File: src/design/hsl2rgb_pkg.sv
// ----------------------------------------------------------------------------
// HSL to RGB package
// Fixed-point widths, pixel word types and the hue ramp used by the front stage.
// ----------------------------------------------------------------------------
package hsl2rgb_pkg;

  localparam int FracBits = 16;
  localparam int HueW     = FracBits;
  localparam int LevelW   = FracBits + 1;
  localparam int ChanW    = 8;
  localparam int NumChan  = 3;

  localparam int UW   = FracBits + 3;       // hue times six, below 6*S
  localparam int WW   = FracBits + 1;       // ramp weight, 0..S
  localparam int MW   = 2 * FracBits;       // sat*min(l,1-l), up to S*S/2
  localparam int DW   = 2 * FracBits + 1;   // q-p and p, up to S*S
  localparam int VW   = 3 * FracBits + 1;   // channel value, up to S^3
  localparam int SclW = 3 * FracBits + 9;   // 255*value plus half

  localparam logic [LevelW-1:0] OneL  = LevelW'(1) << FracBits;
  localparam logic [LevelW-1:0] HalfL = LevelW'(1) << (FracBits - 1);

  localparam logic [UW-1:0] OneU   = UW'(1) << FracBits;
  localparam logic [UW-1:0] TwoU   = UW'(2) << FracBits;
  localparam logic [UW-1:0] ThreeU = UW'(3) << FracBits;
  localparam logic [UW-1:0] FourU  = UW'(4) << FracBits;
  localparam logic [UW-1:0] SixU   = UW'(6) << FracBits;

  localparam logic [SclW-1:0] RoundHalf = SclW'(1) << (3 * FracBits - 1);

  localparam int ChanRed   = 0;
  localparam int ChanGreen = 1;
  localparam int ChanBlue  = 2;

  typedef struct packed {
    logic [HueW-1:0]   hue;
    logic [LevelW-1:0] saturation;
    logic [LevelW-1:0] lightness;
  } hsl_t;

  typedef struct packed {
    logic [ChanW-1:0] red;
    logic [ChanW-1:0] green;
    logic [ChanW-1:0] blue;
  } rgb_t;

  typedef logic [NumChan-1:0][WW-1:0] weight_t;

  function automatic logic [WW-1:0] hue_ramp(logic [UW-1:0] u);
    logic [WW-1:0] w;
    if (u < OneU) begin
      w = WW'(u);
    end else if (u < ThreeU) begin
      w = WW'(OneU);
    end else if (u < FourU) begin
      w = WW'(FourU - u);
    end else begin
      w = '0;
    end
    return w;
  endfunction

  function automatic logic [UW-1:0] hue_wrap(logic [UW-1:0] u, logic [UW-1:0] offs);
    logic [UW:0] sum;
    sum = {1'b0, u} + {1'b0, offs};
    if (sum >= {1'b0, SixU}) begin
      sum = sum - {1'b0, SixU};
    end
    return sum[UW-1:0];
  endfunction

endpackage

File: src/design/hsl2rgb_mix.sv
// ----------------------------------------------------------------------------
// HSL to RGB mix stages
// Forms p and q-p, weights q-p by each channel's ramp and adds p back in.
// ----------------------------------------------------------------------------
module hsl2rgb_mix import hsl2rgb_pkg::*; (
  input  logic                          clk_i,
  input  logic                          rst_ni,
  input  logic                          en_i,
  input  logic                          valid_i,
  input  logic [LevelW-1:0]             lit_i,
  input  logic [MW-1:0]                 m_i,
  input  weight_t                       w_i,
  output logic                          valid_o,
  output logic [NumChan-1:0][VW-1:0]    val_o
);

  logic [DW-1:0]                 p_c, d_c;
  logic [NumChan-1:0][VW:0]      prod_c;
  logic                          v3_q, v4_q;
  logic [DW-1:0]                 p3_q;
  logic [NumChan-1:0][VW-1:0]    prod3_q, val4_q;

  always_comb begin
    p_c = {lit_i, {FracBits{1'b0}}} - {1'b0, m_i};
    d_c = {m_i, 1'b0};
    for (int c = 0; c < NumChan; c++) begin
      prod_c[c] = d_c * w_i[c];
    end
  end

  always_ff @(posedge clk_i or negedge rst_ni) begin
    if (!rst_ni) begin
      v3_q <= 1'b0;
      v4_q <= 1'b0;
    end else if (en_i) begin
      v3_q <= valid_i;
      v4_q <= v3_q;
    end
  end

  always_ff @(posedge clk_i) begin
    if (en_i) begin
      p3_q <= p_c;
      for (int c = 0; c < NumChan; c++) begin
        prod3_q[c] <= prod_c[c][VW-1:0];
        val4_q[c]  <= {p3_q, {FracBits{1'b0}}} + prod3_q[c];
      end
    end
  end

  assign valid_o = v4_q;
  assign val_o   = val4_q;

endmodule

File: config.mk
export PLATFORM = sky130hd
export DESIGN_NAME = hsl2rgb_mix
export DESIGN_NICKNAME = d
export VERILOG_FILES = /design/src/design/hsl2rgb_pkg.sv /design/src/design/hsl2rgb_mix.sv
export SDC_FILE = /design/constraint.sdc
export NUM_CORES = 2
export LEC_CHECK = 0
export BUFFER_PORTS_ARGS = -buffer_cell sky130_fd_sc_hd__clkbuf_2
export CAP_MARGIN = 20
export CORE_MARGIN = 3
export CORE_UTILIZATION = 45
export DETAILED_ROUTE_END_ITERATION = 10
export PLACE_DENSITY = 0.59
export SLEW_MARGIN = 20
export SYNTH_ARGS = -nofsm -noshare
export SYNTH_HDL_FRONTEND = slang
export SYNTH_SLANG_ARGS = --single-unit
File: constraint.sdc
create_clock -name clk_i -period 5.35 [get_ports clk_i]
set_clock_uncertainty 0.2 [all_clocks]
set_input_delay 1.07 -clock clk_i [delete_from_list [all_inputs] [get_ports clk_i]]
set_output_delay 1.07 -clock clk_i [all_outputs]
set_load 0.05 [all_outputs]
Word level (Yosys, flattened, before mapping)
Index checks and enable logic that the tools add are counted.

Memories: 0. Bits in latches: 0. Flip-flop bits (word level): 326. Logic and storage cells: 16. Output and inout bits: 148. Bits of input ports: 104. Memory bits (writable): 0. ROM bits: 0.

Add/subtract/negate cells: 4. Bitwise operators: 0. Eq/ne operators: 0. Shifts and indexed selects: 0. Magnitude comparators: 0. Reduce and logical (&&, ||, !) cells: 0. Divide/modulo/power cells: 0. $mul: 3. Mux-type cells: 0.

Operators by type and width (number): adder 49 bit (3); multiplier 32 x 17 -> 48 bit (3); subtractor 33 x 32 -> 33 bit (1).

Depth between registers and ports, before layout
Depth after elaboration: 1. Mapped depth: 26. Mapped depth without buffers: 23.

Worst setup path after synthesis
OpenSTA, ideal clock, no wires.

Path type: input -> register. From: input m_i[9]. To: register prod3_q[97] (netlist bit), data pin. Required time: 4889 ps. Arrival: 7016 ps. Setup time: 261 ps. Cell stages on the path: 22. Path buffers: 3. Path slack: -2127 ps. Path through: clkbuf_1 buf_1 nand2_1 fa_1 inv_1 fa_1 fa_1 fa_1 fa_1 inv_1 fa_1 inv_1 ha_1 buf_2 nand4_1 or3_1 o41ai_4 a41oi_2 a31oi_2 and2_4 a2111oi_2 a311o_1.

RTL lines: start: declaration (line hsl2rgb_mix.sv:11) `input logic [MW-1:0] m_i,`; end signal: indexed assignment (line hsl2rgb_mix.sv:45) `prod3_q[c] <= prod_c[c][VW-1:0];`; end: declaration (line hsl2rgb_mix.sv:21) `logic [NumChan-1:0][VW-1:0] prod3_q, val4_q;`.

==> results.json <==
{
  "status": "finished, violations left",
  "violations": "negative setup slack",
  "maxSlewHeadroom": 0.354,
  "synth.largest_area_cell": "fa_1",
  "cts.sinks": 323,
  "startpoint_type": "primary input",
  "cts_max_level": 2,
  "gp_congestion": 0.902,
  "placed_area_um2": 78700,
  "hpwl_um": 164000,
  "grt_max_degree": 90,
  "start_util": 0.456,
  "fp.dieH_um": 394,
  "crit_path_max_fanout": 8,
  "core_um2": 149000,
  "cts.path.max_buffers": 3,
  "cts_buffers": 44,
  "fillCellCount": 13100,
  "drc_errors": 0,
  "synth_flop_cell": "edfxtp_1",
  "port_buffers": 248,
  "rsz0062_at_grt": "yes",
  "crit_type": "primary input to register",
  "area_growth_pct": 24.7,
  "die_area_um2": 155000,
  "finalMaxSlewViolations": 0,
  "ys_ff_latch": 323,
  "drtIter0Drc": 2911,
  "grt_pass1_wl_um": 316000,
  "firstDrtPassIters": 5,
  "drv_cap": 0,
  "fmaxAchievable_ghz": 0.145,
  "netlist_area_um2": 67800,
  "gr-usage-all-layers": 0.258,
  "stdcell_count": 10300,
  "tritoncts": "yes",
  "fin_crit_ns": 6.91,
  "ios": 252,
  "hold_violations": 0,
  "hp-class": "register to register",
  "avgRoutedWirePerCell_um": 19.5,
  "grt_overflow_total": 0,
  "clkLatencyLatePin_ns": 0.62,
  "fin_crit_sh": 1.29,
  "synth_warnings": 0,
  "synth-edff-count": 321,
  "post-route-worst-setup-slack_ns": -1.56,
  "die_x_um": 394,
  "synth.top_cells.by_area": "fa_1 40%, edfxtp_1 14%, inv_1 9.1%",
  "async_reset_ff_frac": 0.00619,
  "detail_route.vias_per_cell": 5.08,
  "cts-root-buf": "clkbuf_16",
  "cp.required_ns": 5.52,
  "antenna_found_initial": 23,
  "final_nets": 10200,
  "synthCells": 7364,
  "dp_cells": 10200,
  "synth_cell_type_count": 91,
  "syn_avg_cell_area_um2": 9.20,
  "drtAntennaViolNets": 0,
  "synth_most_common_cell": "inv_1",
  "endpoint_kind": "register",
  "clk_pin_slew_ns": 0.06,
  "arrival_ns": 7.07,
  "tightest_slew_ns": 0.956,
  "setup_violations": 108,
  "finalWirelength_um": 201000,
  "routed-via-count": 52500,
  "final_cell_area_um2": 84500,
  "first_global_vias": 57000,
  "fin_setup_tns_ns": -117.93,
  "yosysSeqAreaShare": 0.143,
  "synth_common_cells": "1,641 x inv_1, 1,347 x fa_1, 1,158 x nand2_1, 611 x and2_1, 470 x ha_1",
  "num_rows": 141,
  "finalHoldWorstSlack_ns": 0.216,
  "drive_gt1_frac": 0.217,
  "synth_top_area_share": 0.398
}
path summary, 6_finish.rpt:
kind	startpoint	to	slack, ns	cells after the start
worst max-delay path	m_i[9]	prod3_q[37]	-1.56	26
worst min-delay path	prod3_q[62]	val_o[62]	0.22	0
worst max register to register	p3_q[0]	val_o[97]	1.42	12
worst min register to register	prod3_q[62]	val_o[62]	0.22	0
max in group asynchronous	rst_ni	valid_o	4.28	2
min in group asynchronous	rst_ni	v3_q	0.58	2
critical path: stages:
cell and delay, ns:
clkbuf_16 0.13, buf_12 0.14, buf_16 0.15, and2_4 0.14, fa_1 0.47, inv_1 0.05, fa_1 0.47, fa_1 0.55
inv_2 0.04, fa_1 0.48, fa_1 0.50, inv_1 0.05, fa_1 0.49, inv_2 0.05, ha_4 0.23, a21oi_2 0.15
o21ai_1 0.09, a211o_1 0.31, buf_6 0.14, o21a_1 0.23, a21oi_2 0.15, buf_6 0.14, o311ai_4 0.10, a221o_1 0.41
buf_4 0.17, xor2_1 0.14
flip-flops by register name, summed over array words and instances, names as in the netlist:
name     count
v3_q         1
valid_o      1
prod3_q    144
p3_q        33
val_o      144
cell families (layout without fill, tap and decap cells):
logic type                 after synthesis  count (layout)  share of synthesized area
xor gates and xnor gates               240             240                     0.0310
adders and majority gates             1817            1817                      0.485
DFF                                    323             323                      0.143
and+or+nand+nor                       2211            2211                      0.156
buffers and inverters                 2038            2993                      0.113
other                                    1              18                  0.0000553
AOI/OAI and AO/OA                      728             728                     0.0715
muxes                                    6               6                   0.000960
per-layer routing:
metal / global-route usage / wire, µm / part of all wire
met5: 0 / 54 / 0.00027
met2: 0.435 / 94100 / 0.47
met1: 0.345 / 86400 / 0.43
met4: 0.0642 / 5700 / 0.028
met3: 0.0477 / 14900 / 0.074
layout make-up:
cell class,count,area (µm²),share of cell area
well taps,2002,2500,0.0296
clock buffers,52,1150,0.0136
inverters,1641,6160,0.0729
clock inverters,29,292,0.00345
repair buffers,1271,11400,0.135
diodes,15,37.5,0.000444
multi-input cells,5005,53300,0.631
flip-flops and latches,323,9690,0.115
stage by stage:
| step | util | setup slack [ns] |
|---|---|---|
| after global placement | 0.529 | -2.64 |
| after global routing | 0.568 | -1.72 |
| after detailed placement | 0.529 | -2.61 |
| after CTS | 0.559 | -1.53 |
| final | 0.568 | -1.56 |
| after floorplan | - | -1.90 |
cell usage in the layout (no fill, tap or decap), drive strengths merged, types with 9 or more instances in the layout:
cell type	count
edfxtp	321
diode	15
xor2	76
nand2b	29
or2	9
clkbuf	293
or3	18
o21a	31
fa	1347
a21o	163
inv	1646
and2	612
nand3	48
nor2b	41
o21ai	122
o31a	9
o21bai	28
buf	1028
a21boi	12
nand4	43
a21oi	213
a31oi	19
nor3	41
nand2	1158
xnor2	164
and3	26
nand3b	9
clkinv	15
nor2	147
a221oi	10
o211ai	14
a211oi	25
ha	470
o31ai	14
what timing repair did:
action                                 in CTS  in global routing
hold buffers                                1                  0
cloned                                     13                  7
setup endpoints to repair                 113                114
pin swaps                                 164                161
setup buffers                              76                 43
endpoints found under the hold margin       2                  0
gates resized for setup                   489                243
Power is not shown: default switching activity piles up to over one toggle a cycle in this logic, so the estimate is an artifact.
