### config.mk
export PLATFORM = sky130hd
export DESIGN_NAME = hsl2rgb_front
export DESIGN_NICKNAME = d
export VERILOG_FILES = /design/src/design/hsl2rgb_pkg.sv /design/src/design/hsl2rgb_front.sv
export SDC_FILE = /design/constraint.sdc
export NUM_CORES = 1
export LEC_CHECK = 0
export ABC_AREA = 1
export ABC_CLOCK_PERIOD_IN_PS = 15300
export BUFFER_PORTS_ARGS = -buffer_cell sky130_fd_sc_hd__buf_2
export CAP_MARGIN = 20
export CORE_MARGIN = 5
export CORE_UTILIZATION = 45
export DETAILED_ROUTE_END_ITERATION = 7
export GPL_TIMING_DRIVEN = 0
export MAX_ROUTING_LAYER = met4
export PLACE_DENSITY_LB_ADDON = 0.1
export SETUP_SLACK_MARGIN = 0.02
export SLEW_MARGIN = 25
export SYNTH_ARGS = -nofsm -noshare
export SYNTH_HDL_FRONTEND = slang
export SYNTH_SLANG_ARGS = --single-unit
export TNS_END_PERCENT = 100
### constraint.sdc
create_clock -name clk_i -period 15.3 [get_ports clk_i]
set_input_delay 0.765 -clock clk_i [delete_from_list [all_inputs] [get_ports clk_i]]
set_output_delay 0.765 -clock clk_i [all_outputs]
set_load 0.01 [all_outputs]
### src/design/hsl2rgb_pkg.sv
// ----------------------------------------------------------------------------
// HSL to RGB package
// Fixed-point widths, pixel word types and the hue ramp used by the front stage.
// ----------------------------------------------------------------------------
package hsl2rgb_pkg;

  localparam int FracBits = 16;
  localparam int HueW     = FracBits;
  localparam int LevelW   = FracBits + 1;
  localparam int ChanW    = 8;
  localparam int NumChan  = 3;

  localparam int UW   = FracBits + 3;       // hue times six, below 6*S
  localparam int WW   = FracBits + 1;       // ramp weight, 0..S
  localparam int MW   = 2 * FracBits;       // sat*min(l,1-l), up to S*S/2
  localparam int DW   = 2 * FracBits + 1;   // q-p and p, up to S*S
  localparam int VW   = 3 * FracBits + 1;   // channel value, up to S^3
  localparam int SclW = 3 * FracBits + 9;   // 255*value plus half

  localparam logic [LevelW-1:0] OneL  = LevelW'(1) << FracBits;
  localparam logic [LevelW-1:0] HalfL = LevelW'(1) << (FracBits - 1);

  localparam logic [UW-1:0] OneU   = UW'(1) << FracBits;
  localparam logic [UW-1:0] TwoU   = UW'(2) << FracBits;
  localparam logic [UW-1:0] ThreeU = UW'(3) << FracBits;
  localparam logic [UW-1:0] FourU  = UW'(4) << FracBits;
  localparam logic [UW-1:0] SixU   = UW'(6) << FracBits;

  localparam logic [SclW-1:0] RoundHalf = SclW'(1) << (3 * FracBits - 1);

  localparam int ChanRed   = 0;
  localparam int ChanGreen = 1;
  localparam int ChanBlue  = 2;

  typedef struct packed {
    logic [HueW-1:0]   hue;
    logic [LevelW-1:0] saturation;
    logic [LevelW-1:0] lightness;
  } hsl_t;

  typedef struct packed {
    logic [ChanW-1:0] red;
    logic [ChanW-1:0] green;
    logic [ChanW-1:0] blue;
  } rgb_t;

  typedef logic [NumChan-1:0][WW-1:0] weight_t;

  function automatic logic [WW-1:0] hue_ramp(logic [UW-1:0] u);
    logic [WW-1:0] w;
    if (u < OneU) begin
      w = WW'(u);
    end else if (u < ThreeU) begin
      w = WW'(OneU);
    end else if (u < FourU) begin
      w = WW'(FourU - u);
    end else begin
      w = '0;
    end
    return w;
  endfunction

  function automatic logic [UW-1:0] hue_wrap(logic [UW-1:0] u, logic [UW-1:0] offs);
    logic [UW:0] sum;
    sum = {1'b0, u} + {1'b0, offs};
    if (sum >= {1'b0, SixU}) begin
      sum = sum - {1'b0, SixU};
    end
    return sum[UW-1:0];
  endfunction

endpackage

### src/design/hsl2rgb_front.sv
// ----------------------------------------------------------------------------
// HSL to RGB front stages
// Clamps saturation and lightness, builds the three hue ramp weights, then
// multiplies saturation by the distance of lightness from the nearer end.
// ----------------------------------------------------------------------------
module hsl2rgb_front import hsl2rgb_pkg::*; (
  input  logic              clk_i,
  input  logic              rst_ni,
  input  logic              en_i,
  input  logic              valid_i,
  input  hsl_t              data_i,
  output logic              valid_o,
  output logic [LevelW-1:0] lit_o,
  output logic [MW-1:0]     m_o,
  output weight_t           w_o
);

  logic [LevelW-1:0]   sat_c, lit_c;
  logic [FracBits-1:0] mn_c;
  logic [UW-1:0]       u_c;
  weight_t             w_c;

  logic                v1_q, v2_q;
  logic [LevelW-1:0]   sat1_q, lit1_q, lit2_q;
  logic [FracBits-1:0] mn1_q;
  weight_t             w1_q, w2_q;
  logic [MW-1:0]       m2_q;
  logic [MW:0]         m_full;

  always_comb begin
    sat_c = (data_i.saturation > OneL) ? OneL : data_i.saturation;
    lit_c = (data_i.lightness > OneL) ? OneL : data_i.lightness;
    mn_c  = (lit_c < HalfL) ? FracBits'(lit_c) : FracBits'(OneL - lit_c);
    u_c   = UW'({data_i.hue, 2'b00}) + UW'({data_i.hue, 1'b0});
    w_c[ChanRed]   = hue_ramp(hue_wrap(u_c, TwoU));
    w_c[ChanGreen] = hue_ramp(u_c);
    w_c[ChanBlue]  = hue_ramp(hue_wrap(u_c, FourU));
  end

  assign m_full = sat1_q * mn1_q;

  always_ff @(posedge clk_i or negedge rst_ni) begin
    if (!rst_ni) begin
      v1_q <= 1'b0;
      v2_q <= 1'b0;
    end else if (en_i) begin
      v1_q <= valid_i;
      v2_q <= v1_q;
    end
  end

  always_ff @(posedge clk_i) begin
    if (en_i) begin
      sat1_q <= sat_c;
      lit1_q <= lit_c;
      mn1_q  <= mn_c;
      w1_q   <= w_c;
      lit2_q <= lit1_q;
      w2_q   <= w1_q;
      m2_q   <= m_full[MW-1:0];
    end
  end

  assign valid_o = v2_q;
  assign lit_o   = lit2_q;
  assign m_o     = m2_q;
  assign w_o     = w2_q;

endmodule

==> Word-level counts from Yosys, hierarchy flattened <==
Cells that the tools add are included.
{ "op_classes": {"addsub": 9, "n_mul": 1, "order_cmp": 14, "mux": 13} }
{ "op_table": {"columns": ["operator", "n"], "rows": [
  ["$mux W17", 10],
  ["$lt A19 B17 Y1 const B", 3],
  ["$lt A19 B18 Y1 const B", 3],
  ["$lt A19 B19 Y1 const B", 3],
  ["$sub A1 B17 Y17 const A", 3],
  ["$ge A20 B19 Y1 const B", 2],
  ["$mux W19", 2],
  ["$sub A19 B19 Y19 const B", 2],
  ["$gt A17 B17 Y1 const B", 2],
  ["$mul A17 B16 Y32", 1],
  ["$add A19 B18 Y20 const B", 1],
  ["$add A19 B19 Y20 const B", 1],
  ["$add A18 B17 Y19", 1],
  ["$lt A17 B16 Y1 const B", 1],
  ["$mux W16", 1],
  ["$sub A1 B16 Y16 const A", 1]
]} }
{ "word_totals": {"register_bits": 203, "in_bits": 54, "out_inout_bits": 101, "elab_cells": 50} }

==> Longest topological paths before layout <==
{ "logic_depth": {"depth_word": 8, "ltp_mapped": 26, "mapped_depth_nobuf": 24} }

==> Worst setup path after synthesis <==
OpenSTA, ideal clock, no wires.
{ "synth_timing": {"path_kind": "register -> register", "start": "register mn1_q[15]", "end": "register m2_q[31], in the netlist m_o[31], data pin", "setup_ns": 0.262, "t_arrival_ns": 5.329, "required_time_ns": 15.038, "slack_ns": 9.709, "stages_incl_launch_ff": 22, "n_path_buf": 2, "synth_period_minus_slack_ns": 5.591, "cell_sequence": "edfxtp_1 -> clkbuf_1 -> clkbuf_1 -> nand2_1 -> fa_1 -> fa_1 -> inv_1 -> fa_1 -> fa_1 -> fa_1 -> inv_1 -> fa_1 -> inv_1 -> ha_1 -> nand2_1 -> inv_1 -> nand2_1 -> nor3_1 -> nand4_1 -> nand3_1 -> a21oi_1 -> xor2_1"} }
{ "synth_between": {"elab_chain_len": 1} }
{ "synth_rtl": {"columns": ["item", "line_no", "text"], "rows": [
  ["from (decl)", "hsl2rgb_front.sv:25", "logic [FracBits-1:0] mn1_q;"],
  ["from (signal assigned)", "hsl2rgb_front.sv:56", "mn1_q <= mn_c;"],
  ["$mul A17 B16 Y32", "hsl2rgb_front.sv:40", "assign m_full = sat1_q * mn1_q;"],
  ["named net m_full[31]", "hsl2rgb_front.sv:28", "logic [MW:0] m_full;"],
  ["to (signal assigned)", "hsl2rgb_front.sv:60", "m2_q <= m_full[MW-1:0];"],
  ["to (decl)", "hsl2rgb_front.sv:27", "logic [MW-1:0] m2_q;"]
]} }
The timed path passes the listed nets, and every way through them passes these cells.
A chain may end at the register's enable or synchronous reset.

==> Worst setup path after layout <==
{ "layout_timing": {"start": "register sat1_q[5]", "end": "register m2_q[25], in the netlist m_o[25], data pin"} }
{ "layout_between": {"elab_chain_len": 1} }
{ "layout_rtl": {"columns": ["item", "line_no", "text"], "rows": [
  ["from (decl)", "hsl2rgb_front.sv:24", "logic [LevelW-1:0] sat1_q, lit1_q, lit2_q;"],
  ["from (signal assigned)", "hsl2rgb_front.sv:54", "sat1_q <= sat_c;"],
  ["$mul A17 B16 Y32", "hsl2rgb_front.sv:40", null],
  ["named net m_full[25]", "hsl2rgb_front.sv:28", null]
]} }
The timed path passes the listed nets, and every way through them passes these cells.

==> summary.md <==
| Metric | Value |
|---|---|
| Status | `completed` |
| Slew margin rel. | `40.6%` |
| Final setup viols | `0` |
| Router iterations before antenna repair | `6` |
| Die height | `~210 µm` |
| Worst skew pair latency | `~460 ps` |
| Antenna Nets Post-Route | `0` |
| Period minus WS final | `roughly 7300 ps` |
| Synth cell count leaders | `inv_1 (485), nand2_1 (484), fa_1 (208)` |
| Worst EP required | `15490 ps` |
| Syn avg cell area | `between 9 and 10 µm²` |
| Worst R2R End | `m_o[25]` |
| Top cells by area, synth | `edfxtp_1 (32%), fa_1 (23%), inv_1 (10%)` |
| Final clock skew | `between 10 and 15 ps` |
| Post-Place Cells | `2675` |
| Worst-path fanout max | `10` |
| Dominant cell type by area after synthesis | `edfxtp_1` |
| GP Congestion | `0.992` |
| Vias per Instance | `~5` |
| Total track usage | `about 24%` |
| Asr flop ratio synth | `between 1 and 1.5%` |
| Top-count cell post-synth | `inv_1` |
| Post-synthesis register bit count | `196` |
| Post-route DRC | `0` |
| Post-cts sizing count | `0` |
| Share of cells above drive strength 1 | `about an eighth` |
| R2r setup slk | `between 7000 and 8000 ps` |
| Ys Warns | `0` |
| Initial antenna violation count | `2` |
| Vias in the first global route | `approximately 15000` |
| Initial core utilization | `about 46%` |
| M1 GR Usage | `between 20% and 30%` |
| Setup crit start kind | `flop` |
| Number of port buffers | `approximately 150` |
| M3 GR Usage | `4.65%` |
| Full die area | `44600 µm²` |
| Num Clock Sinks | `approximately 200` |
| Post-Layout Cell Count | `2708` |
| Cts hold-fix bufs | `0` |
| Final wirelength | `just over 50000 µm` |
| Core footprint | `around 40000 µm²` |
| Die W | `approximately 210 µm` |
| Post-layout net count | `approximately 2600` |
| Register area share after synthesis | `approximately 32%` |
| Max-cap violations | `0` |
| Max H-tree Level | `4` |
| Worst-Margin Slew | `891 ps` |
| Final period util | `a little under half` |
| Top cell type's share of synthesized area | `between 30% and 40%` |
| Via count | `13600` |
| First-pass GRT wire length | `between 80000 and 90000 µm` |
| Worst setup path start | `sat1_q[5]` |
| Core Rows | `73` |
| Synth-to-Final Area Change | `11.3%` |
| Setup bufs post-CTS | `0` |
| Gate Count Post-Synth | `1995` |
| Netlist cell types | `between 40 and 50` |
| Global route overflow | `0` |
| Largest net degree at the start of global routing | `between 90 and 100` |
| Clk slew on worst S/H paths | `70 ps` |
| Crit path DAT | `approximately 7500 ps` |
| Initial drt markers | `900` |
| M2 GR Usage | `about two fifths` |
| Top FF cell, synth | `edfxtp_1` |
| RSZ-0062 raised after global routing | `no` |
| Root Buffer | `clkbuf_16` |
| Worst r2r src | `sat1_q[5]` |
| Num CTS Buffers | `17` |
| Routed wire length per instance | `around 19 µm` |
| Worst Hold Class | `in -> async` |
| GRT Max-Usage Layer | `met2` |
| Maximum clock frequency | `approximately 0.14 GHz` |
| Fin Setup TNS | `0 ps` |
| CP Class | `reg -> reg` |
| R2r worst-path depth | `21` |
| Max-slew violations | `0` |
| Final number of hold-violating endpoints | `0` |
| TritonCTS clock tree | `built` |
| Max Root-Sink Buffers | `2` |
| Synth Cell Area | `18200 µm²` |
| CP Capture Type | `flop` |
| Post-detail-place hpwl | `41000 µm` |
| Num ports | `155` |
| Post-synth EDFFs | `between 150 and 200` |
-- routing by layer --
metal	vias to the layer above	wire (µm)	share of wire, %
li1	6426	-	-
met1	6677	21200	42
met2	422	24500	48
met3	101	2760	5.5
met4	0	2170	4.3
met5	-	0	0
-- metrics by stage --
step	cell area, µm²	hold WS [ps]	util (%)	setup WS (ps)
detailed placement	19700	405	49.4	8080
global placement	19700	401	49.2	8050
global route	20300	34.8	50.8	7700
floorplan	18200	400	-	9710
CTS	20300	23.6	50.8	8040
finish	20300	67.2	50.8	7960
-- worst max-delay path, stage by stage, from the launching register on --
cell and delay [ps]:
edfxtp_1 330, clkbuf_1 500, clkbuf_1 590, nand2_1 170, fa_1 570, inv_1 50
fa_1 500, inv_1 50, fa_1 470, inv_1 60, fa_1 500, fa_1 550
inv_1 60, fa_1 620, inv_1 80, ha_1 390, nand2_1 200, nor3_1 600
nand4_1 210, nand3_1 280, a21oi_1 130, xnor2_1 160
-- worst max-delay path by stage --
stage	endpoint	slack [ps]	depth (start not counted)
after floorplan	m_o[31]	9710	21
after global placement	m_o[25]	8050	21
after detailed placement	m_o[25]	8080	21
after CTS	m_o[25]	8040	21
after global routing	m_o[29]	7700	20
final	m_o[25]	7960	21
-- cell type report --
type,instances,area (µm²)
buffer,80,338
sequential,196,5880
clock buffer,18,429
timing repair buffer,153,821
antenna,2,5.00
fill,3787,19600
inverter,495,1860
multi-input combinational,1226,10200
tap,525,657
clock inverter,13,140
-- registers in the layout, summed over array words and instances, names as in the netlist --
| signal | cells |
|---|---|
| mn1_q | 15 |
| w_o | 48 |
| v1_q | 1 |
| m_o | 32 |
| lit1_q | 17 |
| w1_q | 48 |
| lit_o | 17 |
| valid_o | 1 |
| sat1_q | 17 |
-- cell usage in the layout (no fill, tap or decap), types with 5 or more instances in the layout --
cell type  Yosys  final
inv_1        485    485
nand2_1      484    484
fa_1         208    208
edfxtp_1     194    194
buf_2          3    153
ha_1         126    126
clkbuf_1      70     71
nor2_1        68     68
nand3_1       66     66
a21oi_1       52     52
xor2_1        35     35
o21ai_0       29     29
o22ai_2       20     20
nand4_1       18     18
clkbuf_16      0     17
xnor2_1       15     15
nand3_2       12     12
nand2_2       11     11
nor3_1        10     10
inv_2         10     10
nor2_2        10     10
o22ai_1        8      8
nand2_4        7      7
o21ai_1        5      5
nand3b_1       5      5
buf_4          5      5
-- cells by family (layout without fill, tap and decap cells) --
logic type	Yosys count	in the layout	share of synthesized area (%)
adder cells (fa/ha/maj)	334	334	31.5
buffers and inverters	575	759	12.0
flip-flops	196	196	32.2
AND/OR/NAND/NOR	708	708	17.0
AO/OA/AOI/OAI	131	131	4.83
other	1	5	0.0206
XOR/XNOR	50	50	2.40
Power is left out: the tool's default activity adds up to more than one toggle a clock period on the data nets, which glitch-free logic cannot reach.
