## config.mk

```make
export PLATFORM = sky130hd
export DESIGN_NAME = hsl2rgb_out
export DESIGN_NICKNAME = d
export VERILOG_FILES = /design/src/design/hsl2rgb_pkg.sv /design/src/design/hsl2rgb_out.sv
export SDC_FILE = /design/constraint.sdc
export NUM_CORES = 1
export LEC_CHECK = 0
export ABC_AREA = 0
export BUFFER_PORTS_ARGS = -buffer_cell sky130_fd_sc_hd__buf_2
export CORE_MARGIN = 4
export CORE_UTILIZATION = 40
export DETAILED_ROUTE_END_ITERATION = 6
export GPL_TIMING_DRIVEN = 0
export PLACE_DENSITY_LB_ADDON = 0.08
export SYNTH_ARGS = -nofsm -noshare
export SYNTH_HDL_FRONTEND = slang
export SYNTH_SLANG_ARGS = --single-unit
```

## constraint.sdc

```tcl
create_clock -name clk_i -period 4.7 [get_ports clk_i]
set_input_delay 0.235 -clock clk_i [delete_from_list [all_inputs] [get_ports clk_i]]
set_output_delay 0.235 -clock clk_i [all_outputs]
set_load 0.03 [all_outputs]
```

## src/design/hsl2rgb_pkg.sv

```systemverilog
// ----------------------------------------------------------------------------
// HSL to RGB package
// Fixed-point widths, pixel word types and the hue ramp used by the front stage.
// ----------------------------------------------------------------------------
package hsl2rgb_pkg;

  localparam int FracBits = 16;
  localparam int HueW     = FracBits;
  localparam int LevelW   = FracBits + 1;
  localparam int ChanW    = 8;
  localparam int NumChan  = 3;

  localparam int UW   = FracBits + 3;       // hue times six, below 6*S
  localparam int WW   = FracBits + 1;       // ramp weight, 0..S
  localparam int MW   = 2 * FracBits;       // sat*min(l,1-l), up to S*S/2
  localparam int DW   = 2 * FracBits + 1;   // q-p and p, up to S*S
  localparam int VW   = 3 * FracBits + 1;   // channel value, up to S^3
  localparam int SclW = 3 * FracBits + 9;   // 255*value plus half

  localparam logic [LevelW-1:0] OneL  = LevelW'(1) << FracBits;
  localparam logic [LevelW-1:0] HalfL = LevelW'(1) << (FracBits - 1);

  localparam logic [UW-1:0] OneU   = UW'(1) << FracBits;
  localparam logic [UW-1:0] TwoU   = UW'(2) << FracBits;
  localparam logic [UW-1:0] ThreeU = UW'(3) << FracBits;
  localparam logic [UW-1:0] FourU  = UW'(4) << FracBits;
  localparam logic [UW-1:0] SixU   = UW'(6) << FracBits;

  localparam logic [SclW-1:0] RoundHalf = SclW'(1) << (3 * FracBits - 1);

  localparam int ChanRed   = 0;
  localparam int ChanGreen = 1;
  localparam int ChanBlue  = 2;

  typedef struct packed {
    logic [HueW-1:0]   hue;
    logic [LevelW-1:0] saturation;
    logic [LevelW-1:0] lightness;
  } hsl_t;

  typedef struct packed {
    logic [ChanW-1:0] red;
    logic [ChanW-1:0] green;
    logic [ChanW-1:0] blue;
  } rgb_t;

  typedef logic [NumChan-1:0][WW-1:0] weight_t;

  function automatic logic [WW-1:0] hue_ramp(logic [UW-1:0] u);
    logic [WW-1:0] w;
    if (u < OneU) begin
      w = WW'(u);
    end else if (u < ThreeU) begin
      w = WW'(OneU);
    end else if (u < FourU) begin
      w = WW'(FourU - u);
    end else begin
      w = '0;
    end
    return w;
  endfunction

  function automatic logic [UW-1:0] hue_wrap(logic [UW-1:0] u, logic [UW-1:0] offs);
    logic [UW:0] sum;
    sum = {1'b0, u} + {1'b0, offs};
    if (sum >= {1'b0, SixU}) begin
      sum = sum - {1'b0, SixU};
    end
    return sum[UW-1:0];
  endfunction

endpackage

```

## src/design/hsl2rgb_out.sv

```systemverilog
// ----------------------------------------------------------------------------
// HSL to RGB output buffer
// Scales each channel by 255 with rounding and saturation, and holds results
// in a two-word buffer so that upstream stall comes from a register.
// ----------------------------------------------------------------------------
module hsl2rgb_out import hsl2rgb_pkg::*; (
  input  logic                       clk_i,
  input  logic                       rst_ni,
  input  logic                       valid_i,
  input  logic [NumChan-1:0][VW-1:0] val_i,
  output logic                       en_o,
  output logic                       out_valid_o,
  input  logic                       out_stall_i,
  output rgb_t                       out_data_o
);

  logic [NumChan-1:0][SclW-1:0]  scl_c;
  logic [NumChan-1:0][ChanW-1:0] chan_c;
  rgb_t                          word_c;

  rgb_t       mem_q [2];
  logic       wr_ptr_q, rd_ptr_q;
  logic [1:0] cnt_q;
  logic       push, pop;

  always_comb begin
    for (int c = 0; c < NumChan; c++) begin
      scl_c[c] = {val_i[c], 8'b0} - SclW'(val_i[c]) + RoundHalf;
      if (scl_c[c][SclW-1]) begin
        chan_c[c] = '1;
      end else begin
        chan_c[c] = scl_c[c][SclW-2:3*FracBits];
      end
    end
    word_c.red   = chan_c[ChanRed];
    word_c.green = chan_c[ChanGreen];
    word_c.blue  = chan_c[ChanBlue];
  end

  assign en_o        = (cnt_q != 2'd2);
  assign push        = valid_i && en_o;
  assign out_valid_o = (cnt_q != 2'd0);
  assign pop         = out_valid_o && !out_stall_i;
  assign out_data_o  = mem_q[rd_ptr_q];

  always_ff @(posedge clk_i or negedge rst_ni) begin
    if (!rst_ni) begin
      cnt_q    <= 2'd0;
      wr_ptr_q <= 1'b0;
      rd_ptr_q <= 1'b0;
    end else begin
      if (push) begin
        wr_ptr_q <= ~wr_ptr_q;
      end
      if (pop) begin
        rd_ptr_q <= ~rd_ptr_q;
      end
      if (push && !pop) begin
        cnt_q <= cnt_q + 2'd1;
      end else if (pop && !push) begin
        cnt_q <= cnt_q - 2'd1;
      end
    end
  end

  always_ff @(posedge clk_i) begin
    if (push) begin
      mem_q[wr_ptr_q] <= word_c;
    end
  end

endmodule

```

Word-level counts from Yosys, hierarchy flattened
Memory sizes are Yosys's and may differ from the RTL's.
Index checks and enable logic that the tools add are counted.

storage, ports and cells
  register bits = 4
  memories = 1
  memory bits (writable) = 48
  output and inout bits = 26

cells by class
  reduce and logical (&&, ||, !) cells = 9
  equality and inequality tests = 1
  mux-type cells = 7
  $add $sub $neg = 8
  bitwise logic cells = 2

memory list
  memory  words  bits a word  rd ports  clocked after memory_dff  wr ports  line               RTL
  mem_q   2      24           1         0                         1         hsl2rgb_out.sv:21  rgb_t mem_q [2];

operator list
  cell                                               number
  adder 57 x 48 -> 57 bit (second input constant)    3
  subtractor 57 x 49 -> 57 bit                       3
  2-to-1 mux 8 bit                                   3
  logical AND 1 bit                                  4
  2-to-1 mux 2 bit                                   2
  nonzero test 2 bit                                 2
  logical NOT 1 bit                                  3
  adder 2 x 1 -> 2 bit (second input constant)       1
  2-to-1 mux 1 bit                                   2
  != test 2 bit (second input constant)              1
  inverter 1 bit                                     2
  subtractor 2 x 1 -> 2 bit (second input constant)  1

Logic depth before layout (Yosys ltp)
Gate-level depths: netlist of the first run.

  depth in word-level cells = 6
  gate-level depth with buffers = 13
  depth with buffers taken out = 13

Worst setup path before layout of the first run
Ideal clock, no wire load.

  kind = input to register
  start point = input port val_i[70] (netlist bit)
  end point = memory mem_q[0][12] (netlist bit) (data pin)
  library setup time = 0.270 ns
  path buffers = 0
  stages = 12
  slack = 1.746 ns
  data arrival time = 2.684 ns
  required time = 4.430 ns
  path through = inv_1 > ha_1 > ha_1 > and4_4 > a21o_1 > o221ai_1 > o211ai_1 > and4_1 > or2_1 > o41a_4 > xnor2_4 > o21ai_1

RTL lines
  item         line               RTL
  from (decl)  hsl2rgb_out.sv:10  input logic [NumChan-1:0][VW-1:0] val_i,
  to (decl)    hsl2rgb_out.sv:21

==> run metrics, run 1 <==
H-Tree Depth=2; RSZ-0062 raised after global routing=no; Root Driver=clkbuf_16; register bit total from synthesis=52; # diodes=0; LEAKAGE=0.00555 uW; CTS max path bufs=2; share of layout cells above drive strength 1=0.180; Setup WS post-layout=1560 ps; Worst Max-Slew Pin Slew=1110 ps; Tcrit/Tclk final=0.669; vias=8257; Seq. cell area=1540 sq um; vias in the first global route=7915; max_cap viols=0; wl on met1=11.9 mm; Area Growth Syn to Fin=15.9%; largest net degree at the start of global routing=25; CP Capture Type=flop; average cell area after synthesis=8.54 sq um; slew margin rel.=0.263; kind of critical path=in -> reg; most common flop cell mapped by yosys=edfxtp_1; Post-Synth Adder-Cell Area=0.361; DR pass1 iterations=7; Total Power=2800 uW; Netlist cell types=68; Pwr per Cell Area=262 nW/um^2; vias per cell=5.34; syn_nets=1492; final wirelength=23.5 mm; top routing layer in use=met4; Max FO, Critical Path=8; GRT Util Overall=0.175; clk_skew=3.12 ps; EDFF count, synth=48; Post-Syn Area=9190 sq um; final hold violation count=0; met3 wire len=783 um; PortBufs=176; CTS buffer count=5; worst-skew pair later-pin latency=280 ps; global-route wire length before repair=37.8 mm; Slew Viols, Final=0; Placeable Area=22600 sq um; asr flop ratio synth=0.0769; Worst setup SP type=input port; pre-CTS WS=1150 ps; outcome=completed; post-synthesis sequential area ratio=0.168; Setup TNS=0 ps; hold slack=283 ps; DRC errors left=0; yosys warns=0; Final Instance Area=10700 sq um; initial core utilization=0.406; most common cell after layout, fill and taps aside=ha_1; Setup Buffers After CTS=0; antenna violations before repair=0; final antenna-violating net count=0; DIE AREA=25500 sq um; final HPWL from detailed placement=21.1 mm; Gate Count Post-Synth=1076; maximum vdd drop=0.278 mV; largest family of logic cells by synthesized area=adder cells; final worst path period need=3140 ps; Fillers=2268; Nets=1677; CTS Sinks=52; post-synthesis mux area share=0.0294; GRT overflow=0; Final setup violation count=0; critical path arrival=3150 ps; TritonCTS clock tree=built; clock-pin slew on the worst setup and hold paths=60 ps; initial DRC count=314; most frequent cells in the layout=ha_1 (265), buf_2 (176), inv_1 (151); Horiz. Die Dim=160 um; post-cts hold buffer count=1; post-synthesis xor/xnor area fraction=0.0342; worst endpoint required time=4710 ps; die height=160 um; simple-gate share of the synthesized area=0.136; io pins=177; met2 routed WL=10.7 mm; Hold Path Class=in -> async; post-cts gate resize count=0; # rows=55; Multi-input gate area=7070 sq um; post-synthesis compound-gate area fraction=0.209; Routability Congestion=0.882; routed len/inst=15.2 um; cell area after placement=10500 sq um; fmax=318 MHz
## critical path: stages
cell      delay, ps
buf_2            90
inv_1            60
ha_1            270
ha_1            340
nand3_1         190
nor4_1          650
nand3_1         120
o21ai_0         170
o21ai_0         100
o211ai_1        200
a221oi_1        180
xnor2_2         390
nand2_1         140
## flip-flops by register name, summed over array words and instances (netlist names)
signal and count:
rd_ptr_q 1, wr_ptr_q 1, mem_q 48, cnt_q 2
## through the flow
step / util / std cells
2_1_floorplan: - / 1076
3_3_place_gp: 0.461 / 1537
3_5_place_dp: 0.462 / 1538
4_1_cts: 0.470 / 1546
5_1_grt: 0.470 / 1546
6_report: 0.470 / 1546
## logic make-up after synthesis
group,count (synthesis)
AO/OA/AOI/OAI,296
multiplexers,24
flip-flops,52
AND/OR/NAND/NOR,252
adder cells (fa/ha/maj),265
XOR/XNOR,32
buffers and inverters,155
## routing by layer
layer,global-route usage,vias to the layer above
li1,-,4389
met1,0.254,3719
met2,0.296,147
met3,0.0158,2
met4,0.0142,0
met5,0,-
## power by group
group / switching (uW) / internal [uW]
Combinational: 996 / 655
Clock: 148 / 302
Sequential: 30.2 / 665
Total: 1170 / 1620
## final cells by class
class                      count  area share
buffer                         4     0.00141
clock buffer                   5      0.0117
clock inverter                 2     0.00564
inverter                     151      0.0532
multi-input combinational    869       0.664
sequential                    52       0.145
tap                          285      0.0335
timing repair buffer         178      0.0862
## worst paths after layout
| kind | startpoint | end | slack (ps) | depth (start not counted) |
|---|---|---|---|---|
| hold reg to reg | cnt_q[1] | cnt_q[1] | 490 | 1 |
| setup / recovery | val_i[44] | mem_q[1][23] | 1560 | 13 |
| max in group asynchronous | rst_ni | rd_ptr_q | 4300 | 2 |
| hold / removal | rst_ni | wr_ptr_q | 280 | 2 |
| min in group clk_i | out_stall_i | rd_ptr_q | 290 | 3 |
| setup reg to reg | cnt_q[0] | mem_q[1][14] | 2850 | 2 |
## synthesized netlist by cell type (all sizes together), types with 22 or more instances
cell | number | share of area
nor2 | 46 | 0.019
a21oi | 98 | 0.054
xnor2 | 22 | 0.025
nand3 | 25 | 0.014
o21ai | 56 | 0.031
nand4 | 24 | 0.016
edfxtp | 48 | 0.16
ha | 265 | 0.36
mux2 | 24 | 0.029
nand2 | 87 | 0.036
inv | 151 | 0.062
a21o | 35 | 0.029
Power figures use the tool's default switching activity.
==> run 2: changes to the inputs <==
==> constraint.sdc (replaced) <==
create_clock -name clk_i -period 2.75 [get_ports clk_i]
set_input_delay 0.1375 -clock clk_i [delete_from_list [all_inputs] [get_ports clk_i]]
set_output_delay 0.1375 -clock clk_i [all_outputs]
set_load 0.03 [all_outputs]
==> run metrics, run 2 (synthesized netlist as in run 1, its figures left out) <==
Horiz. Die Dim=160 um; largest net degree at the start of global routing=25; vias per cell=5.44; Sw Share=0.437; Fillers=2114; NetSw=2220 uW; max FFs per register=48; Slew Viols, Final=0; CP cell instances=buf_2, inv_1, ha_1, ha_4, a21oi_2, o21ai_2, a31oi_4, o21ai_2, a22o_1, or2_1, o41a_4, xnor2_4, buf_12, nand2_2; TritonCTS clock tree=built; PortBufs=176; critical path arrival=2710 ps; worst-skew pair later-pin latency=280 ps; Nets=1692; combinational power share=0.649; initial core utilization=0.406; DIE AREA=25500 sq um; Root Driver=clkbuf_16; io pins=177; Pwr per Cell Area=421 nW/um^2; Internal=2860 uW; Worst Max-Slew Pin Slew=1170 ps; most frequent CP cell=o21ai_2; clock-pin slew on the worst setup and hold paths=70 ps; top flop regs=mem_q: 48 flops, cnt_q: 2 flops; Max FO, Critical Path=8; final worst path period need=2680 ps; final HPWL from detailed placement=20.9 mm; final antenna-violating net count=0; maximum vdd drop=0.339 mV; Worst setup SP type=input port; # rows=55; antenna violations before repair=2; CTS Sinks=52; most common cell after layout, fill and taps aside=ha_1; CTS buffer count=5; DRC errors left=0; final hold violation count=0; kind of critical path=in -> reg; GRT overflow=0; fmax=373 MHz; Final setup violation count=0; Area Growth Syn to Fin=31.2%; slew margin rel.=0.221; sequential power share=0.235; global-route wire length before repair=39.8 mm; Total Power=5070 uW; die height=160 um; max_cap viols=0; CP Capture Type=flop; RSZ-0062 raised after global routing=yes; Crit. Startpoint=val_i[76]; CTS max path bufs=2; routed len/inst=16.0 um; Placeable Area=22600 sq um; H-Tree Depth=2; clock group share of total power=0.116; Finished Layout Cells=1563; placed cell count=1538; clk_skew=7.61 ps; final wirelength=25.0 mm; most frequent cells in the layout=ha_1 (193), buf_2 (166), inv_1 (136); Tcrit/Tclk final=0.975; DR pass1 iterations=4; Routability Congestion=0.893; initial DRC count=340; outcome=completed; Reg-to-Reg Start=cnt_q[0]; Hold Path Class=in -> async; worst endpoint required time=2780 ps; Top Family by Delay on Critical Path=compound AO/OA/AOI/OAI gates; Biggest register=mem_q; share of layout cells above drive strength 1=0.315; CP Buf/Inv Count=3; Setup TNS=0 ps; critical path's slowest cell=o41a_4; vias=8507; GRT Util Overall=0.183; Worst path max stage delay=390 ps; vias in the first global route=8318; LEAKAGE=0.00567 uW
==> run 2: cell types whose count changed in the layout (fill, tap and decap cells not counted), sizes merged <==
cell,delta
clkinv,+1
bufinv,-2
buf,+15
clkbuf,+1
clkinvlp,+1
diode,+1
==> run 2: path summary, 6_finish.rpt <==
kind / to / slack [ps] / depth (start not counted)
worst min register to register: cnt_q[1] / 480 / 1
max in group asynchronous: cnt_q[0] / 2460 / 2
min in group clk_i: wr_ptr_q / 180 / 3
worst max register to register: mem_q[1][23] / 810 / 2
worst max-delay path: mem_q[0][9] / 70 / 14
worst min-delay path: rd_ptr_q / 180 / 2
==> run 2: layout make-up <==
| type | count | area (sq um) | share of cell area |
|---|---|---|---|
| tap | 285 | 357 | 0.0296 |
| antenna | 1 | 2.50 | 0.000207 |
| sequential | 52 | 1540 | 0.128 |
| buffer | 4 | 15.0 | 0.00124 |
| multi-input combinational | 869 | 8340 | 0.691 |
| timing repair buffer | 193 | 1090 | 0.0904 |
| clock inverter | 2 | 11.3 | 0.000934 |
| clock buffer | 6 | 129 | 0.0107 |
| inverter | 151 | 579 | 0.0480 |
==> run 2: metrics by stage <==
| stage | setup slack (ps) | hold slack [ps] | cell area, sq um | utilization |
|---|---|---|---|---|
| floorplan | 3.84 | -158 | 9210 | - |
| finish | 69.5 | 177 | 12100 | 0.533 |
| global route | -43.7 | 176 | 12100 | 0.533 |
| detailed placement | -856 | -51.6 | 10500 | 0.462 |
| CTS | 1.08 | 176 | 11200 | 0.495 |
| global placement | -836 | -53.2 | 10400 | 0.461 |
==> run 2: power groups by stage <==
stage	registers [uW]	logic [uW]	clock network, uW
3_3_place_gp	1210	2800	0
2_1_floorplan	1190	2040	0
4_1_cts	1190	3040	596
5_1_grt	1210	3640	625
6_report	1190	3290	590
3_5_place_dp	1210	2820	0
==> run 2: repair_timing <==
item,4_1_cts,5_1_grt
pin swaps,30,61
cloned,0,0
hold endpoints to repair,4,0
setup buffers,6,9
hold buffers,1,0
gates resized for setup,91,124
setup endpoints to repair,46,46
==> run 2: layer usage <==
layer,routed length [um],track usage,part of all wire,vias up
li1,-,-,-,4416
met1,12600,0.269,0.50,3890
met2,11200,0.298,0.45,183
met3,1080,0.0241,0.043,16
met4,147,0.0181,0.0059,2
met5,7,0,0.00028,-
==> run 3: changes to the inputs <==
==> constraint.sdc (replaced) <==
create_clock -name clk_i -period 2.92 [get_ports clk_i]
set_input_delay 0.146 -clock clk_i [delete_from_list [all_inputs] [get_ports clk_i]]
set_output_delay 0.146 -clock clk_i [all_outputs]
set_load 0.03 [all_outputs]
==> run metrics, run 3 (synthesized netlist as in run 1, its figures left out) <==
outcome=completed; Top Family by Delay on Critical Path=simple AND/OR/NAND/NOR gates; antenna violations before repair=0; LEAKAGE=0.00565 uW; most frequent cells in the layout=ha_1 (262), buf_2 (176), inv_1 (151); critical path's slowest cell=o41a_4; Setup WS post-layout=104 ps; slew margin rel.=0.256; DIE AREA=25500 sq um; final antenna-violating net count=0; top flop regs=mem_q: 48 flops, cnt_q: 2 flops; worst-skew pair later-pin latency=280 ps; most frequent CP cell=ha_1; NetSw=1940 uW; Max FO, Critical Path=7; H-Tree Depth=2; Tcrit/Tclk final=0.964; Hold Path Class=in -> async; Placeable Area=22600 sq um; final wirelength=23.8 mm; pre-CTS WS=-538 ps; CP Buf/Inv Count=3; worst endpoint required time=2950 ps; initial core utilization=0.406; CTS buffer count=5; Slew Viols, Final=0; CP cell instances=buf_2, inv_1, ha_1, ha_1, nand4_1, or3_1, nor3_2, and2_1, a22o_1, or2_1, o41a_4, xnor2_4, buf_12, nand2_1; final hold violation count=0; # rows=55; Multi-input gate area=7300 sq um; sequential power share=0.243; Pwr per Cell Area=421 nW/um^2; global-route wire length before repair=38.2 mm; critical path arrival=2850 ps; Internal=2670 uW; max_cap viols=0; routed len/inst=15.3 um; combinational power share=0.600; cell area after placement=10500 sq um; GRT Util Overall=0.177; GRT overflow=0; fmax=355 MHz; io pins=177; Nets=1684; maximum vdd drop=0.447 mV; die height=160 um; largest net degree at the start of global routing=25; Horiz. Die Dim=160 um; initial DRC count=298; share of layout cells above drive strength 1=0.211; Final Instance Area=10900 sq um; CTS Sinks=52; Root Driver=clkbuf_16; CTS max path bufs=2; clk_skew=2.80 ps; most common cell after layout, fill and taps aside=ha_1; vias per cell=5.35; Worst Max-Slew Pin Slew=1120 ps; TritonCTS clock tree=built; final worst path period need=2820 ps; Biggest register=mem_q; vias in the first global route=7963; Routability Congestion=0.882; DRC errors left=0; Total Power=4610 uW; Crit. Startpoint=val_i[90]; DR pass1 iterations=7; Seq. cell area=1540 sq um; clock-pin slew on the worst setup and hold paths=60 ps; Worst setup SP type=input port; RSZ-0062 raised after global routing=yes; vias=8315; final HPWL from detailed placement=21.1 mm; Reg-to-Reg Start=cnt_q[0]; PortBufs=176; Sw Share=0.422; max FFs per register=48; Area Growth Syn to Fin=19.1%; kind of critical path=in -> reg; Fillers=2239; CP Capture Type=flop; clock group share of total power=0.157; Worst path max stage delay=390 ps; Final setup violation count=0
[run 3: changes by cell type in the layout (fill, tap and decap cells not counted), moves of 6 or more]
cell     before  now
o21ai_0      37   51
buf_2       166  176
inv_1       136  151
o21ai_2       8    2
buf_6         7    0
inv_2        10    0
o21ai_1      10    3
a21oi_2      25    6
ha_4         68    2
ha_1        193  262
a21oi_1      72   92
buf_4        16    6
[run 3: worst register-to-register path, cell delays in order (launching register included)]
cell and delay [ps]:
dfrtp_1 400, nand2b_1 160, and3_1 910
[run 3: final cells by class]
cell class	instances	area share
inverter	151	0.0518
clock buffer	5	0.0114
multi-input combinational	869	0.666
tap	285	0.0326
sequential	52	0.141
timing repair buffer	185	0.0898
clock inverter	2	0.00549
buffer	4	0.00137
antenna	1	0.000229
[run 3: layer usage]
| metal | vias to the layer above | global-route usage | wire [um] |
|---|---|---|---|
| met3 | 2 | 0.0160 | 751 |
| met4 | 0 | 0.0150 | 51 |
| met5 | - | 0 | 0 |
| met1 | 3777 | 0.256 | 12000 |
| met2 | 132 | 0.300 | 11000 |
| li1 | 4404 | - | - |
[run 3: repair_timing]
action	4_1_cts	5_1_grt
hold buffers	1	0
pin swaps	8	16
hold endpoints to repair	4	0
endpoints found under the setup margin	41	46
buffers inserted	1	6
resized for setup	14	30
[run 3: stage by stage]
| step | cells | hold slack [ps] | TNS, ps | util |
|---|---|---|---|---|
| after floorplan | 1076 | -150 | 0 | - |
| after global placement | 1537 | -40.3 | -18140 | 0.461 |
| after detailed placement | 1538 | -39.1 | -18410 | 0.462 |
| after CTS | 1547 | 187 | 0 | 0.474 |
| after global routing | 1553 | 210 | -73.0 | 0.483 |
| final | 1554 | 193 | 0 | 0.484 |
[run 3: final timing paths]
check	endpoint	slack, ps	cells past startpoint
worst max-delay path	mem_q[0][10]	100	14
worst min-delay path	wr_ptr_q	190	2
worst max register to register	mem_q[1][14]	1060	2
worst min register to register	cnt_q[1]	490	1
max in group asynchronous	rd_ptr_q	2610	2
min in group clk_i	rd_ptr_q	200	3
[run 3: power groups by stage]
stage          sequential [uW]  clock [uW]  combinational (uW)
2_1_floorplan             1120           0                1920
4_1_cts                   1120         736                2720
3_3_place_gp              1130           0                2640
6_report                  1120         724                2770
3_5_place_dp              1140           0                2670
5_1_grt                   1140         766                3080
